### config.mk
export PLATFORM = sky130hd
export DESIGN_NAME = button_debounce_press_timer
export DESIGN_NICKNAME = d
export VERILOG_FILES = /design/src/rtl/core/bdpt_pkg.sv /design/src/rtl/core/button_debounce_press_timer.sv /design/src/rtl/core/bdpt_queue.sv /design/src/rtl/core/bdpt_front.sv /design/src/rtl/core/bdpt_back.sv
export SDC_FILE = /design/constraint.sdc
export NUM_CORES = 1
export LEC_CHECK = 0
export BUFFER_PORTS_ARGS = -buffer_cell sky130_fd_sc_hd__buf_2
export CORE_MARGIN = 2
export CORE_UTILIZATION = 55
export CTS_BUF_LIST = sky130_fd_sc_hd__clkbuf_16
export CTS_CLUSTER_DIAMETER = 50
export DETAILED_ROUTE_END_ITERATION = 12
export HOLD_SLACK_MARGIN = 0.02
export PLACE_DENSITY_LB_ADDON = 0.3
export SETUP_SLACK_MARGIN = 0.1
export SLEW_MARGIN = 5
export SYNTH_ARGS = -nofsm -noshare
export SYNTH_HDL_FRONTEND = slang
export SYNTH_SLANG_ARGS = --single-unit
export TNS_END_PERCENT = 20
### constraint.sdc
create_clock -name clk -period 6.7 [get_ports clk]
set_clock_uncertainty 0.15 [all_clocks]
set_input_delay 0 -clock clk [delete_from_list [all_inputs] [get_ports clk]]
set_output_delay 0 -clock clk [all_outputs]
set_load 0.01 [all_outputs]
### src/rtl/core/bdpt_pkg.sv
package bdpt_pkg;

  localparam int DEFAULT_NUM_BUTTONS   = 4;
  localparam int DEFAULT_SECONDS_WIDTH = 8;
  localparam int CFG_W                 = 16;
  localparam int CFG_INDEX_W           = 2;
  localparam int TICK_W                = 16;
  localparam int HELD_W                = 8;
  localparam int QUEUE_DEPTH           = 2;

  typedef enum logic [CFG_INDEX_W-1:0] {
    CFG_DEBOUNCE_TICKS   = 2'd0,
    CFG_TICKS_PER_SECOND = 2'd1,
    CFG_ACTIVE_LOW_MASK  = 2'd2
  } cfg_reg_t;

  typedef enum logic [1:0] {
    EV_PRESS    = 2'd0,
    EV_RELEASE  = 2'd1,
    EV_PERIODIC = 2'd2
  } event_code_t;

  typedef struct packed {
    logic full;
    logic empty;
  } queue_status_t;

endpackage

### src/rtl/core/button_debounce_press_timer.sv
// Debouncer with press, release and held-second events for NUM_BUTTONS buttons.
// Each transaction on the input side is one tick of raw pin levels; the front
// updates every button's debounce and hold timers in the cycle the tick is
// taken, so a tick can be accepted in every cycle while the two-deep event
// queue between front and back has room. The back hands out the events of a
// tick one per cycle while pop is high, periodic before debounce result per
// button and buttons in index order, with last_event on the final one; a tick
// carries up to 2 x NUM_BUTTONS events, so the sustained tick rate is set by
// how fast results are popped. Ticks that cause no event pass without using the
// queue. Configuration writes are taken in every cycle (cfg_ready is always
// high) and must be made while no events are pending.
module button_debounce_press_timer import bdpt_pkg::*; #(
  parameter int NUM_BUTTONS   = DEFAULT_NUM_BUTTONS,
  parameter int SECONDS_WIDTH = DEFAULT_SECONDS_WIDTH,
  parameter int IDX_W         = (NUM_BUTTONS > 1) ? $clog2(NUM_BUTTONS) : 1
) (
  input  logic                   clk,
  input  logic                   rst,
  input  logic                   push,
  output logic                   full,
  input  logic [NUM_BUTTONS-1:0] pin_levels,
  output logic                   empty,
  input  logic                   pop,
  output logic [IDX_W-1:0]       button_index,
  output logic [1:0]             event_code,
  output logic [HELD_W-1:0]      held_seconds,
  output logic                   last_event,
  input  logic                   cfg_valid,
  output logic                   cfg_ready,
  input  logic [CFG_INDEX_W-1:0] cfg_index,
  input  logic [CFG_W-1:0]       cfg_data
);

  localparam int REC_W = 3 * NUM_BUTTONS + 2 * NUM_BUTTONS * HELD_W;

  queue_status_t    q_status;
  logic             accept;
  logic             rec_valid;
  logic [REC_W-1:0] rec;
  logic [REC_W-1:0] q_data;
  logic             q_pop;

  assign full      = q_status.full;
  assign accept    = push && !q_status.full;
  assign cfg_ready = 1'b1;

  bdpt_front #(
    .NUM_BUTTONS   (NUM_BUTTONS),
    .SECONDS_WIDTH (SECONDS_WIDTH),
    .REC_W         (REC_W)
  ) u_front (
    .clk        (clk),
    .rst        (rst),
    .cfg_valid  (cfg_valid && cfg_ready),
    .cfg_index  (cfg_index),
    .cfg_data   (cfg_data),
    .tick_valid (accept),
    .pin_levels (pin_levels),
    .rec_valid  (rec_valid),
    .rec        (rec)
  );

  bdpt_queue #(
    .WIDTH (REC_W),
    .DEPTH (QUEUE_DEPTH)
  ) u_queue (
    .clk     (clk),
    .rst     (rst),
    .wr_en   (rec_valid),
    .wr_data (rec),
    .rd_en   (q_pop),
    .rd_data (q_data),
    .status  (q_status)
  );

  bdpt_back #(
    .NUM_BUTTONS (NUM_BUTTONS),
    .IDX_W       (IDX_W),
    .REC_W       (REC_W)
  ) u_back (
    .clk          (clk),
    .rst          (rst),
    .q_status     (q_status),
    .q_data       (q_data),
    .q_pop        (q_pop),
    .pop          (pop),
    .empty        (empty),
    .button_index (button_index),
    .event_code   (event_code),
    .held_seconds (held_seconds),
    .last_event   (last_event)
  );

endmodule

### src/rtl/core/bdpt_queue.sv
module bdpt_queue import bdpt_pkg::*; #(
  parameter int WIDTH = 8,
  parameter int DEPTH = QUEUE_DEPTH
) (
  input  logic             clk,
  input  logic             rst,
  input  logic             wr_en,
  input  logic [WIDTH-1:0] wr_data,
  input  logic             rd_en,
  output logic [WIDTH-1:0] rd_data,
  output queue_status_t    status
);

  localparam int PTR_W   = (DEPTH > 1) ? $clog2(DEPTH) : 1;
  localparam int COUNT_W = $clog2(DEPTH + 1);

  logic [WIDTH-1:0]   entries [DEPTH];
  logic [PTR_W-1:0]   wr_ptr;
  logic [PTR_W-1:0]   rd_ptr;
  logic [COUNT_W-1:0] count;

  always_ff @(posedge clk) begin
    if (wr_en) begin
      entries[wr_ptr] <= wr_data;
    end
  end

  always_ff @(posedge clk) begin
    if (rst) begin
      wr_ptr <= '0;
      rd_ptr <= '0;
      count  <= '0;
    end else begin
      if (wr_en) begin
        wr_ptr <= (wr_ptr == PTR_W'(DEPTH - 1)) ? '0 : wr_ptr + PTR_W'(1);
      end
      if (rd_en) begin
        rd_ptr <= (rd_ptr == PTR_W'(DEPTH - 1)) ? '0 : rd_ptr + PTR_W'(1);
      end
      if (wr_en && !rd_en) begin
        count <= count + COUNT_W'(1);
      end else if (rd_en && !wr_en) begin
        count <= count - COUNT_W'(1);
      end
    end
  end

  assign rd_data      = entries[rd_ptr];
  assign status.full  = (count == COUNT_W'(DEPTH));
  assign status.empty = (count == '0);

endmodule

### src/rtl/core/bdpt_front.sv
module bdpt_front import bdpt_pkg::*; #(
  parameter int NUM_BUTTONS   = DEFAULT_NUM_BUTTONS,
  parameter int SECONDS_WIDTH = DEFAULT_SECONDS_WIDTH,
  parameter int REC_W         = 3 * NUM_BUTTONS + 2 * NUM_BUTTONS * HELD_W
) (
  input  logic                   clk,
  input  logic                   rst,
  input  logic                   cfg_valid,
  input  logic [CFG_INDEX_W-1:0] cfg_index,
  input  logic [CFG_W-1:0]       cfg_data,
  input  logic                   tick_valid,
  input  logic [NUM_BUTTONS-1:0] pin_levels,
  output logic                   rec_valid,
  output logic [REC_W-1:0]       rec
);

  localparam int SLOTS = 2 * NUM_BUTTONS;
  localparam int EXT_W = SECONDS_WIDTH + HELD_W;

  logic [TICK_W-1:0]      debounce_ticks;
  logic [TICK_W-1:0]      ticks_per_second;
  logic [NUM_BUTTONS-1:0] active_low_mask;

  logic [NUM_BUTTONS-1:0]   previous_levels;
  logic [NUM_BUTTONS-1:0]   debounce_running;
  logic [NUM_BUTTONS-1:0]   debounce_running_next;
  logic [TICK_W-1:0]        debounce_remaining      [NUM_BUTTONS];
  logic [TICK_W-1:0]        debounce_remaining_next [NUM_BUTTONS];
  logic [NUM_BUTTONS-1:0]   hold_running;
  logic [NUM_BUTTONS-1:0]   hold_running_next;
  logic [TICK_W-1:0]        hold_remaining          [NUM_BUTTONS];
  logic [TICK_W-1:0]        hold_remaining_next     [NUM_BUTTONS];
  logic [SECONDS_WIDTH-1:0] seconds_held            [NUM_BUTTONS];
  logic [SECONDS_WIDTH-1:0] seconds_held_next       [NUM_BUTTONS];

  logic [TICK_W-1:0]      deb;
  logic [TICK_W-1:0]      sec;
  logic [TICK_W-1:0]      first_load;
  logic [NUM_BUTTONS-1:0] pressed;
  logic [NUM_BUTTONS-1:0] level_edge;
  logic [TICK_W-1:0]      hold_dec [NUM_BUTTONS];
  logic [TICK_W-1:0]      deb_dec  [NUM_BUTTONS];
  logic [EXT_W-1:0]       secs_ext [NUM_BUTTONS];

  logic [SLOTS-1:0]             rec_mask;
  logic [NUM_BUTTONS-1:0]       rec_release;
  logic [SLOTS-1:0][HELD_W-1:0] rec_secs;

  always_ff @(posedge clk) begin
    if (rst) begin
      debounce_ticks   <= TICK_W'(2);
      ticks_per_second <= TICK_W'(128);
      active_low_mask  <= '0;
    end else if (cfg_valid) begin
      unique case (cfg_index)
        CFG_DEBOUNCE_TICKS:   debounce_ticks   <= cfg_data[TICK_W-1:0];
        CFG_TICKS_PER_SECOND: ticks_per_second <= cfg_data[TICK_W-1:0];
        CFG_ACTIVE_LOW_MASK:  active_low_mask  <= cfg_data[NUM_BUTTONS-1:0];
        default: ;
      endcase
    end
  end

  always_comb begin
    deb        = (debounce_ticks == '0) ? TICK_W'(1) : debounce_ticks;
    sec        = (ticks_per_second == '0) ? TICK_W'(1) : ticks_per_second;
    first_load = (sec > deb) ? sec - deb : TICK_W'(1);
    pressed    = pin_levels ^ active_low_mask;
    level_edge = pin_levels ^ previous_levels;

    rec_mask              = '0;
    rec_release           = '0;
    rec_secs              = '0;
    hold_running_next     = hold_running;
    debounce_running_next = debounce_running;

    for (int i = 0; i < NUM_BUTTONS; i++) begin
      hold_dec[i]                = hold_remaining[i] - TICK_W'(1);
      deb_dec[i]                 = debounce_remaining[i] - TICK_W'(1);
      hold_remaining_next[i]     = hold_remaining[i];
      debounce_remaining_next[i] = debounce_remaining[i];
      seconds_held_next[i]       = seconds_held[i];

      // hold timer first
      if (hold_running[i]) begin
        hold_remaining_next[i] = hold_dec[i];
        if (hold_dec[i] == '0) begin
          if (seconds_held[i] != '1) begin
            seconds_held_next[i] = seconds_held[i] + SECONDS_WIDTH'(1);
          end
          hold_remaining_next[i] = sec;
          rec_mask[2*i]          = 1'b1;
        end
      end
      secs_ext[i]    = {{HELD_W{1'b0}}, seconds_held_next[i]};
      rec_secs[2*i]  = secs_ext[i][HELD_W-1:0];

      // then debounce end
      if (debounce_running[i]) begin
        debounce_remaining_next[i] = deb_dec[i];
        if (deb_dec[i] == '0) begin
          debounce_running_next[i] = 1'b0;
          if (pressed[i] && !hold_running[i]) begin
            seconds_held_next[i]   = '0;
            hold_remaining_next[i] = first_load;
            hold_running_next[i]   = 1'b1;
            rec_mask[2*i+1]        = 1'b1;
          end else if (!pressed[i] && hold_running[i]) begin
            hold_running_next[i]   = 1'b0;
            hold_remaining_next[i] = '0;
            rec_mask[2*i+1]        = 1'b1;
            rec_release[i]         = 1'b1;
            rec_secs[2*i+1]        = secs_ext[i][HELD_W-1:0];
          end
        end
      end

      if (level_edge[i] && !debounce_running_next[i]) begin
        debounce_running_next[i]   = 1'b1;
        debounce_remaining_next[i] = deb;
      end
    end
  end

  always_ff @(posedge clk) begin
    if (rst) begin
      previous_levels  <= '0;
      debounce_running <= '0;
      hold_running     <= '0;
      for (int i = 0; i < NUM_BUTTONS; i++) begin
        debounce_remaining[i] <= '0;
        hold_remaining[i]     <= '0;
        seconds_held[i]       <= '0;
      end
    end else if (tick_valid) begin
      previous_levels  <= pin_levels;
      debounce_running <= debounce_running_next;
      hold_running     <= hold_running_next;
      for (int i = 0; i < NUM_BUTTONS; i++) begin
        debounce_remaining[i] <= debounce_remaining_next[i];
        hold_remaining[i]     <= hold_remaining_next[i];
        seconds_held[i]       <= seconds_held_next[i];
      end
    end
  end

  assign rec_valid = tick_valid && (rec_mask != '0);
  assign rec       = {rec_secs, rec_release, rec_mask};

endmodule

### src/rtl/core/bdpt_back.sv
module bdpt_back import bdpt_pkg::*; #(
  parameter int NUM_BUTTONS = DEFAULT_NUM_BUTTONS,
  parameter int IDX_W       = (NUM_BUTTONS > 1) ? $clog2(NUM_BUTTONS) : 1,
  parameter int REC_W       = 3 * NUM_BUTTONS + 2 * NUM_BUTTONS * HELD_W
) (
  input  logic              clk,
  input  logic              rst,
  input  queue_status_t     q_status,
  input  logic [REC_W-1:0]  q_data,
  output logic              q_pop,
  input  logic              pop,
  output logic              empty,
  output logic [IDX_W-1:0]  button_index,
  output logic [1:0]        event_code,
  output logic [HELD_W-1:0] held_seconds,
  output logic              last_event
);

  localparam int SLOTS  = 2 * NUM_BUTTONS;
  localparam int SLOT_W = $clog2(SLOTS);

  logic [SLOTS-1:0]             cur_mask;
  logic [NUM_BUTTONS-1:0]       cur_release;
  logic [SLOTS-1:0][HELD_W-1:0] cur_secs;

  logic [SLOT_W-1:0] sel;
  logic [SLOTS-1:0]  remaining;
  logic [IDX_W-1:0]  btn;
  logic              take;
  logic              load;
  event_code_t       code;

  always_comb begin
    sel = '0;
    for (int s = SLOTS - 1; s >= 0; s--) begin
      if (cur_mask[s]) begin
        sel = SLOT_W'(s);
      end
    end
  end

  assign remaining = cur_mask & ~(SLOTS'(1) << sel);
  assign empty     = (cur_mask == '0);
  assign take      = pop && !empty;
  assign load      = !q_status.empty && (empty || (take && (remaining == '0)));
  assign q_pop     = load;

  always_ff @(posedge clk) begin
    if (rst) begin
      cur_mask <= '0;
    end else if (load) begin
      cur_mask <= q_data[SLOTS-1:0];
    end else if (take) begin
      cur_mask <= remaining;
    end
  end

  always_ff @(posedge clk) begin
    if (load) begin
      cur_release <= q_data[SLOTS+NUM_BUTTONS-1:SLOTS];
      cur_secs    <= q_data[REC_W-1:SLOTS+NUM_BUTTONS];
    end
  end

  // even slot periodic, odd slot debounce result
  always_comb begin
    btn = IDX_W'(sel >> 1);
    if (!sel[0]) begin
      code = EV_PERIODIC;
    end else if (cur_release[btn]) begin
      code = EV_RELEASE;
    end else begin
      code = EV_PRESS;
    end
  end

  assign button_index = btn;
  assign event_code   = code;
  assign held_seconds = cur_secs[sel];
  assign last_event   = (remaining == '0);

endmodule

==> results.yml, run 1 <==
drt:
  avgViaCountPerCell: 6.34
  drc: 0
  dr.pass1.iters: 5
  wl_um: 66500
  wl_per_cell_um: 21.9
  via_count: 19200
  drt-initial-drc-count: 1868
  antenna_left: 0
cts:
  clkTransAtPathRegs_ns: 0.06
  htreeDepth: 2
  cts.sinks: 441
  cts_root_buffer: "clkbuf_16"
  cts_tree: "yes"
  cts_buffers: 53
  clk_latency_ns: 0.62
  clk_path_buf_depth: 3
global_routing:
  grt_max_degree: 77
  grt-ovfl-total: 0
  grt_first_pass_wirelength_um: 103000
  grt_util_all_layers_pct: 28.5
  grt_pass1_vias: 18100
  antenna_found_initial: 1
cells_and_area:
  diodes: 0
  drive_gt1_share_pct: 12.0
  num-nets-final: 2465
  multiInputGateArea_um2: 10700
  regArea_um2: 12600
  synthToLayoutAreaGrowth_pct: 12.3
  fillers: 3556
  finish.utilization_pct: 62.2
sta:
  final-hold-violation-count: 0
  max_freq_ghz: 0.189
  worst_pin_slew_ns: 1.29
  rsz0062_at_grt: "no"
  hold_ws_ns: 0.0584
  period_needed_ns: 5.29
  fin_crit_sh_pct: 78.9
  finalMaxSlewViolations: 0
  slew_headroom_pct: 13.3
  finalSetupViolCount: 0
synthesis:
  ys.flop_type: "edfxtp_1"
  synth-async-reset-ratio_pct: 0
  syn_area_per_cell_um2: 10.3
  yosysTopAreaCell: "edfxtp_1"
  synth.top_cell.area_share_pct: 46.9
  synth_edf_count: 380
  ys_types: 90
  ys_seq_area_share_pct: 51.9
  ys_seq_elements: 441
  synth.area.top_cells: "edfxtp_1, dfxtp_1, nor2_1"
  synth_cells: 2358
  synth_area_um2: 24300
  syn_nets: 2431
  ys_warn_count: 0
min_path:
  hold_class: "primary input to register"
  holdPathEnd: "u_front.ticks_per_second[5]"
  min_from: "cfg_data[5]"
  min_path_cells: 4
setup_path:
  critical_path_buf_inv_count: 2
  end_kind: "register"
  start_kind: "register"
  path_class: "register to register"
  worstPathRequired_ns: 6.76
  crit_chain: "inv_1, ha_1, or4b_2, o31ai_1, o2111ai_1, or4_1, nor3_1, or2_2, o41ai_2, nor2_4, buf_4"
  r2r_end: "u_queue.entries[1][34]"
  crit_family: "simple AND/OR/NAND/NOR gates"
  rr_startpoint: "u_front.debounce_remaining[2][0]"
  critPathMaxStageDelay_ns: 0.78
  path_max_fanout: 76
  cp_num_cells: 11
  reg2reg_depth: 11
  r2r_slack_ns: 1.41
  arrival_ns: 5.35
  cp_slowest_cell: "buf_4"
floorplan:
  dieArea_um2: 45900
  io_pins: 43
  die_w_um: 214
  core-area_um2: 43900
  fp-row-count: 77
  die_y_um: 214
  initial_core_util_pct: 55.4
pwr:
  vdd_drop_max_uv: 425
  leakage_nw: 10.1
  p_per_area_nw_per_um2: 352
run_status:
  status: "finished clean"
placed_design:
  dp_hpwl_um: 45500
  routabilityCongestion: 0.951
  io_buffers: 41
flow_run:
  cap_violations: 0
-- where the power goes --
| group | leakage [nW] | switching, mW | internal, mW |
|---|---|---|---|
| combinational | 4.70 | 1.81 | 0.986 |
| sequential | 4.46 | 0.373 | 3.47 |
| clock | 0.900 | 1.24 | 1.74 |
| total | 10.1 | 3.43 | 6.19 |
-- Yosys cell counts (18+ instances only) --
| cell type | number |
|---|---|
| a211o_1 | 20 |
| ha_1 | 45 |
| and2_1 | 18 |
| dfxtp_1 | 61 |
| o211ai_1 | 25 |
| xnor2_1 | 53 |
| mux2_2 | 74 |
| or3_1 | 27 |
| or2_2 | 19 |
| edfxtp_1 | 380 |
| a21o_1 | 24 |
| o21a_1 | 22 |
| nand4_1 | 36 |
| nor2_1 | 248 |
| mux2i_1 | 40 |
| or4_1 | 23 |
| nor3_1 | 57 |
| o21ai_0 | 76 |
| clkbuf_1 | 112 |
| inv_1 | 107 |
| nand2_1 | 215 |
| nor4_1 | 40 |
| and3_1 | 22 |
| xor2_1 | 46 |
| a21oi_1 | 139 |
| nand3_1 | 61 |
| a211oi_1 | 65 |
-- state kept, by name, indices dropped and copies added, names as in the netlist, named ones only --
name / count
u_back.cur_release: 4
u_queue.count: 2
u_front.active_low_mask: 4
u_front.ticks_per_second: 16
u_queue.wr_ptr: 1
u_front.hold_remaining: 64
u_back.cur_mask: 8
u_front.debounce_ticks: 16
u_queue.rd_ptr: 1
u_front.debounce_running: 4
u_front.debounce_remaining: 64
u_front.hold_running: 4
u_front.previous_levels: 4
u_queue.entries: 152
u_front.seconds_held: 32
u_back.cur_secs: 64
-- cell type report --
cell class | instances | area share, %
Clock buffer | 54 | 4.95
Clock inverter | 45 | 1.76
Inverter | 109 | 1.51
Multi-Input combinational cell | 1663 | 39.3
Sequential cell | 441 | 46.2
Tap cell | 592 | 2.71
Timing Repair Buffer | 124 | 3.55
-- how the worst max path moves through the flow --
stage	start	end	slack, ns
5_1_grt	u_front.debounce_remaining[2][1]	u_queue.entries[1][34]	1.11
6_report	u_front.debounce_remaining[2][0]	u_queue.entries[1][34]	1.41
3_5_place_dp	u_front.debounce_remaining[2][0]	u_queue.entries[1][39]	1.52
3_3_place_gp	u_front.debounce_remaining[2][0]	u_queue.entries[1][33]	1.69
2_1_floorplan	u_front.debounce_remaining[2][0]	u_queue.entries[0][0]	-0.25
4_1_cts	u_front.debounce_remaining[2][0]	u_queue.entries[1][28]	1.50
-- cells by family (layout without fill, tap and decap cells) --
logic type,count (synthesis),in the layout,share of synthesized area [%]
muxes,115,115,5.16
DFF,441,441,51.9
and+or+nand+nor,871,871,17.9
other,1,1,0.0154
AOI/OAI and AO/OA,531,531,14.9
xor gates and xnor gates,99,99,3.56
buffers and inverters,254,332,4.07
adders and majority gates,46,46,2.40
-- tightest hold or removal path, cell delays in order --
cell and delay, ns:
dlygate4sd3_1 0.52, buf_2 0.13, nand2_1 0.06, a21oi_1 0.06
-- stage by stage --
stage               area (um^2)  instances  power, mW  setup TNS [ns]  setup WS, ns
floorplan                 24300       2358       5.69          -37.25        -0.245
global placement          24900       2872       6.55               0          1.69
detailed placement        24900       2872       6.61               0          1.52
CTS                       27300       3028       9.62               0          1.50
global route              27300       3028       10.1               0          1.11
finish                    27300       3028       9.62               0          1.41
-- metal layers --
| layer | routed length, um | track usage (%) |
|---|---|---|
| met5 | 0 | 0 |
| met3 | 5140 | 4.01 |
| met1 | 27700 | 39.1 |
| met4 | 2710 | 12.1 |
| met2 | 30900 | 45.7 |
-- repair_timing --
item | in CTS | in global routing
resized for setup | 0 | 0
setup buffers | 0 | 0
hold endpoints to repair | 98 | 0
hold buffers | 57 | 0
-- cells in the final DEF (no fill, tap or decap), drive strengths merged, types with 23 or more instances in the layout --
cell	instances
nor3	58
nor4	44
inv	124
mux2i	40
edfxtp	380
a211oi	65
dfxtp	61
nand4	36
o21ai	83
nor2	248
buf	67
dlygate4sd3	57
nand3	62
or4	23
mux2	74
a21oi	139
o211ai	25
clkbuf	54
xor2	46
or3	29
a21o	24
xnor2	53
ha	45
nand2	215
Power figures use the tool's default switching activity.
==> run 2, diff against run 1 <==
--- a/config.mk
+++ b/config.mk
@@ -5,6 +5,7 @@
 export SDC_FILE = /design/constraint.sdc
 export NUM_CORES = 1
 export LEC_CHECK = 0
+export ABC_AREA = 1
 export BUFFER_PORTS_ARGS = -buffer_cell sky130_fd_sc_hd__buf_2
 export CORE_MARGIN = 2
 export CORE_UTILIZATION = 55
==> constraint.sdc (replaced) <==
create_clock -name clk -period 4.6 [get_ports clk]
set_clock_uncertainty 0.15 [all_clocks]
set_input_delay 0 -clock clk [delete_from_list [all_inputs] [get_ports clk]]
set_output_delay 0 -clock clk [all_outputs]
set_load 0.01 [all_outputs]
==> results.yml, run 2 <==
global_routing:
  antenna_found_initial: 1
  grt_max_degree: 77
  grt_pass1_vias: 20900
  grt_util_all_layers_pct: 31.9
  grt-ovfl-total: 0
  grt_first_pass_wirelength_um: 117000
synthesis:
  ys_types: 55
  synth.area.top_cells: "edfxtp_1, nand2_1, nor2_1"
  syn_area_per_cell_um2: 8.47
  synth.top_cell.area_share_pct: 45.1
  ys_seq_elements: 441
  syn_nets: 3057
  yosysTopAreaCell: "edfxtp_1"
  synth_area_um2: 25300
  synth-async-reset-ratio_pct: 0
  synth.most_common_cell: "nand2_1"
  ys_warn_count: 0
  synth_cells: 2984
  ys_seq_area_share_pct: 50.0
  yosys-top-cells-count: "nand2_1, nor2_1, edfxtp_1"
  ys.flop_type: "edfxtp_1"
  synth_edf_count: 380
pwr:
  p_sw_share_pct: 39.2
  pwr-share-clk_pct: 27.1
  leakage_nw: 11.2
  pwr-share-comb_pct: 34.8
  seqPwrFrac_pct: 38.1
  internal_power_mw: 9.33
  p_per_area_nw_per_um2: 543
  vdd_drop_max_uv: 526
  netSwitchingPower_mw: 6.02
cells_and_area:
  final_common_cell: "nand2_1"
  largest_reg_flops: 152
  num-nets-final: 3118
  diodes: 0
  largest_register: "u_queue.entries"
  layout.cells.most_common_list: "nand2_1, nor2_1, edfxtp_1"
  stdcell_area_um2: 28300
  drive_gt1_share_pct: 9.76
  synthToLayoutAreaGrowth_pct: 11.9
setup_path:
  path_max_fanout: 15
  end_kind: "register"
  worstPathRequired_ns: 4.90
  path_class: "register to register"
  reg2reg_depth: 15
  arrival_ns: 4.32
  crit_start: "u_front.ticks_per_second[15]"
  rr_startpoint: "u_front.ticks_per_second[15]"
  start_kind: "register"
sta:
  final.setup.tns_ns: 0
  rsz0062_at_grt: "no"
  period_needed_ns: 4.03
  hold_ws_ns: 0.117
  finalSetupViolCount: 0
  worst_slack_ns: 0.572
  final-hold-violation-count: 0
  max_freq_ghz: 0.248
  slew_headroom_pct: 30.0
  finalMaxSlewViolations: 0
  worst_pin_slew_ns: 1.05
  fin_crit_sh_pct: 87.6
placed_design:
  dp_hpwl_um: 54800
  pre_cts_slack_ns: 0.355
  routabilityCongestion: 1.04
  io_buffers: 41
  placed_area_um2: 26200
drt:
  antenna_left: 0
  wl_um: 75900
  avgViaCountPerCell: 5.93
  via_count: 21900
  dr.pass1.iters: 6
  wl_per_cell_um: 20.6
  drc: 0
  drt-initial-drc-count: 2524
cts:
  post_cts_buffers: 0
  htreeDepth: 2
  clkTransAtPathRegs_ns: 0.06
  cts.sinks: 441
  cts_root_buffer: "clkbuf_16"
  cts_tree: "yes"
  clk_latency_ns: 0.61
  clk_path_buf_depth: 3
  cts_buffers: 49
floorplan:
  fp-row-count: 78
  core-area_um2: 45400
  dieArea_um2: 47700
  die_w_um: 218
  initial_core_util_pct: 55.7
  io_pins: 43
  die_y_um: 218
run_status:
  status: "finished clean"
min_path:
  min_path_cells: 4
  hold_class: "primary input to register"
  min_from: "cfg_data[0]"
flow_run:
  cap_violations: 0
## run 2: layout make-up
cell class / instances / area [um^2]
Fill cell: 3762 / 17100
Sequential cell: 441 / 12600
Multi-Input combinational cell: 2105 / 11000
Clock buffer: 51 / 1280
Inverter: 336 / 1260
Timing Repair Buffer: 112 / 908
Tap cell: 600 / 751
Clock inverter: 40 / 432
## run 2: worst paths after layout
path	end	slack [ns]
worst max-delay path	u_front.hold_remaining[2][11]	0.57
worst min-delay path	u_front.debounce_ticks[0]	0.12
worst max register to register	u_front.hold_remaining[2][11]	0.57
worst min register to register	register	0.32
## run 2: power by group through the flow
stage               Combinational, mW  Clock (mW)  Sequential (mW)
floorplan                        3.85           0             5.56
global placement                 5.07           0             5.85
detailed placement               5.20           0             5.89
CTS                              5.27        4.18             5.82
global route                     5.91        4.35             5.91
finish                           5.34        4.16             5.85
## run 2: repair_timing
item                       in CTS  in global routing
hold endpoints to repair       62                  0
setup endpoints to repair       0                 37
gates resized for setup         0                  4
hold buffers                   38                  0
## run 2: cell families after synthesis
logic type / count (synthesis) / share of synthesized area (%)
simple gates: 1386 / 23.8
fa+ha+maj: 46 / 2.31
other cells: 1 / 0.0148
compound gates: 522 / 11.3
buf+inv: 438 / 6.64
xor+xnor: 74 / 2.65
flops: 441 / 50.0
mux: 76 / 3.38
## run 2: worst max-delay path, stage by stage (launching register included)
cell and delay (ns):
dfxtp_1 0.33, inv_1 0.19, nand4_1 0.12, nor2_1 0.19
a41oi_1 0.17, ha_1 0.27, fa_1 0.46, o21ai_1 0.25
a21boi_0 0.21, o21ai_1 0.33, nand2_1 0.08, nand4_1 0.12
nand2_2 0.29, nor2_1 0.41, nand2_1 0.10, a21oi_1 0.17
## run 2: layer usage
layer / GRT usage [%] / vias up / share of wire (%)
li1: - / 10300 / -
met5: 0 / - / 0
met2: 52.2 / 1057 / 47
met3: 6.54 / 242 / 8.7
met4: 15.3 / 0 / 5.2
met1: 40.4 / 10300 / 40
## run 2: per-stage QoR
step,total power [mW],cells,util (%)
2_1_floorplan,9.41,2984,-
4_1_cts,15.3,3685,62.3
5_1_grt,16.2,3685,62.3
3_5_place_dp,11.1,3556,57.7
3_3_place_gp,10.9,3556,57.7
6_report,15.3,3685,62.3
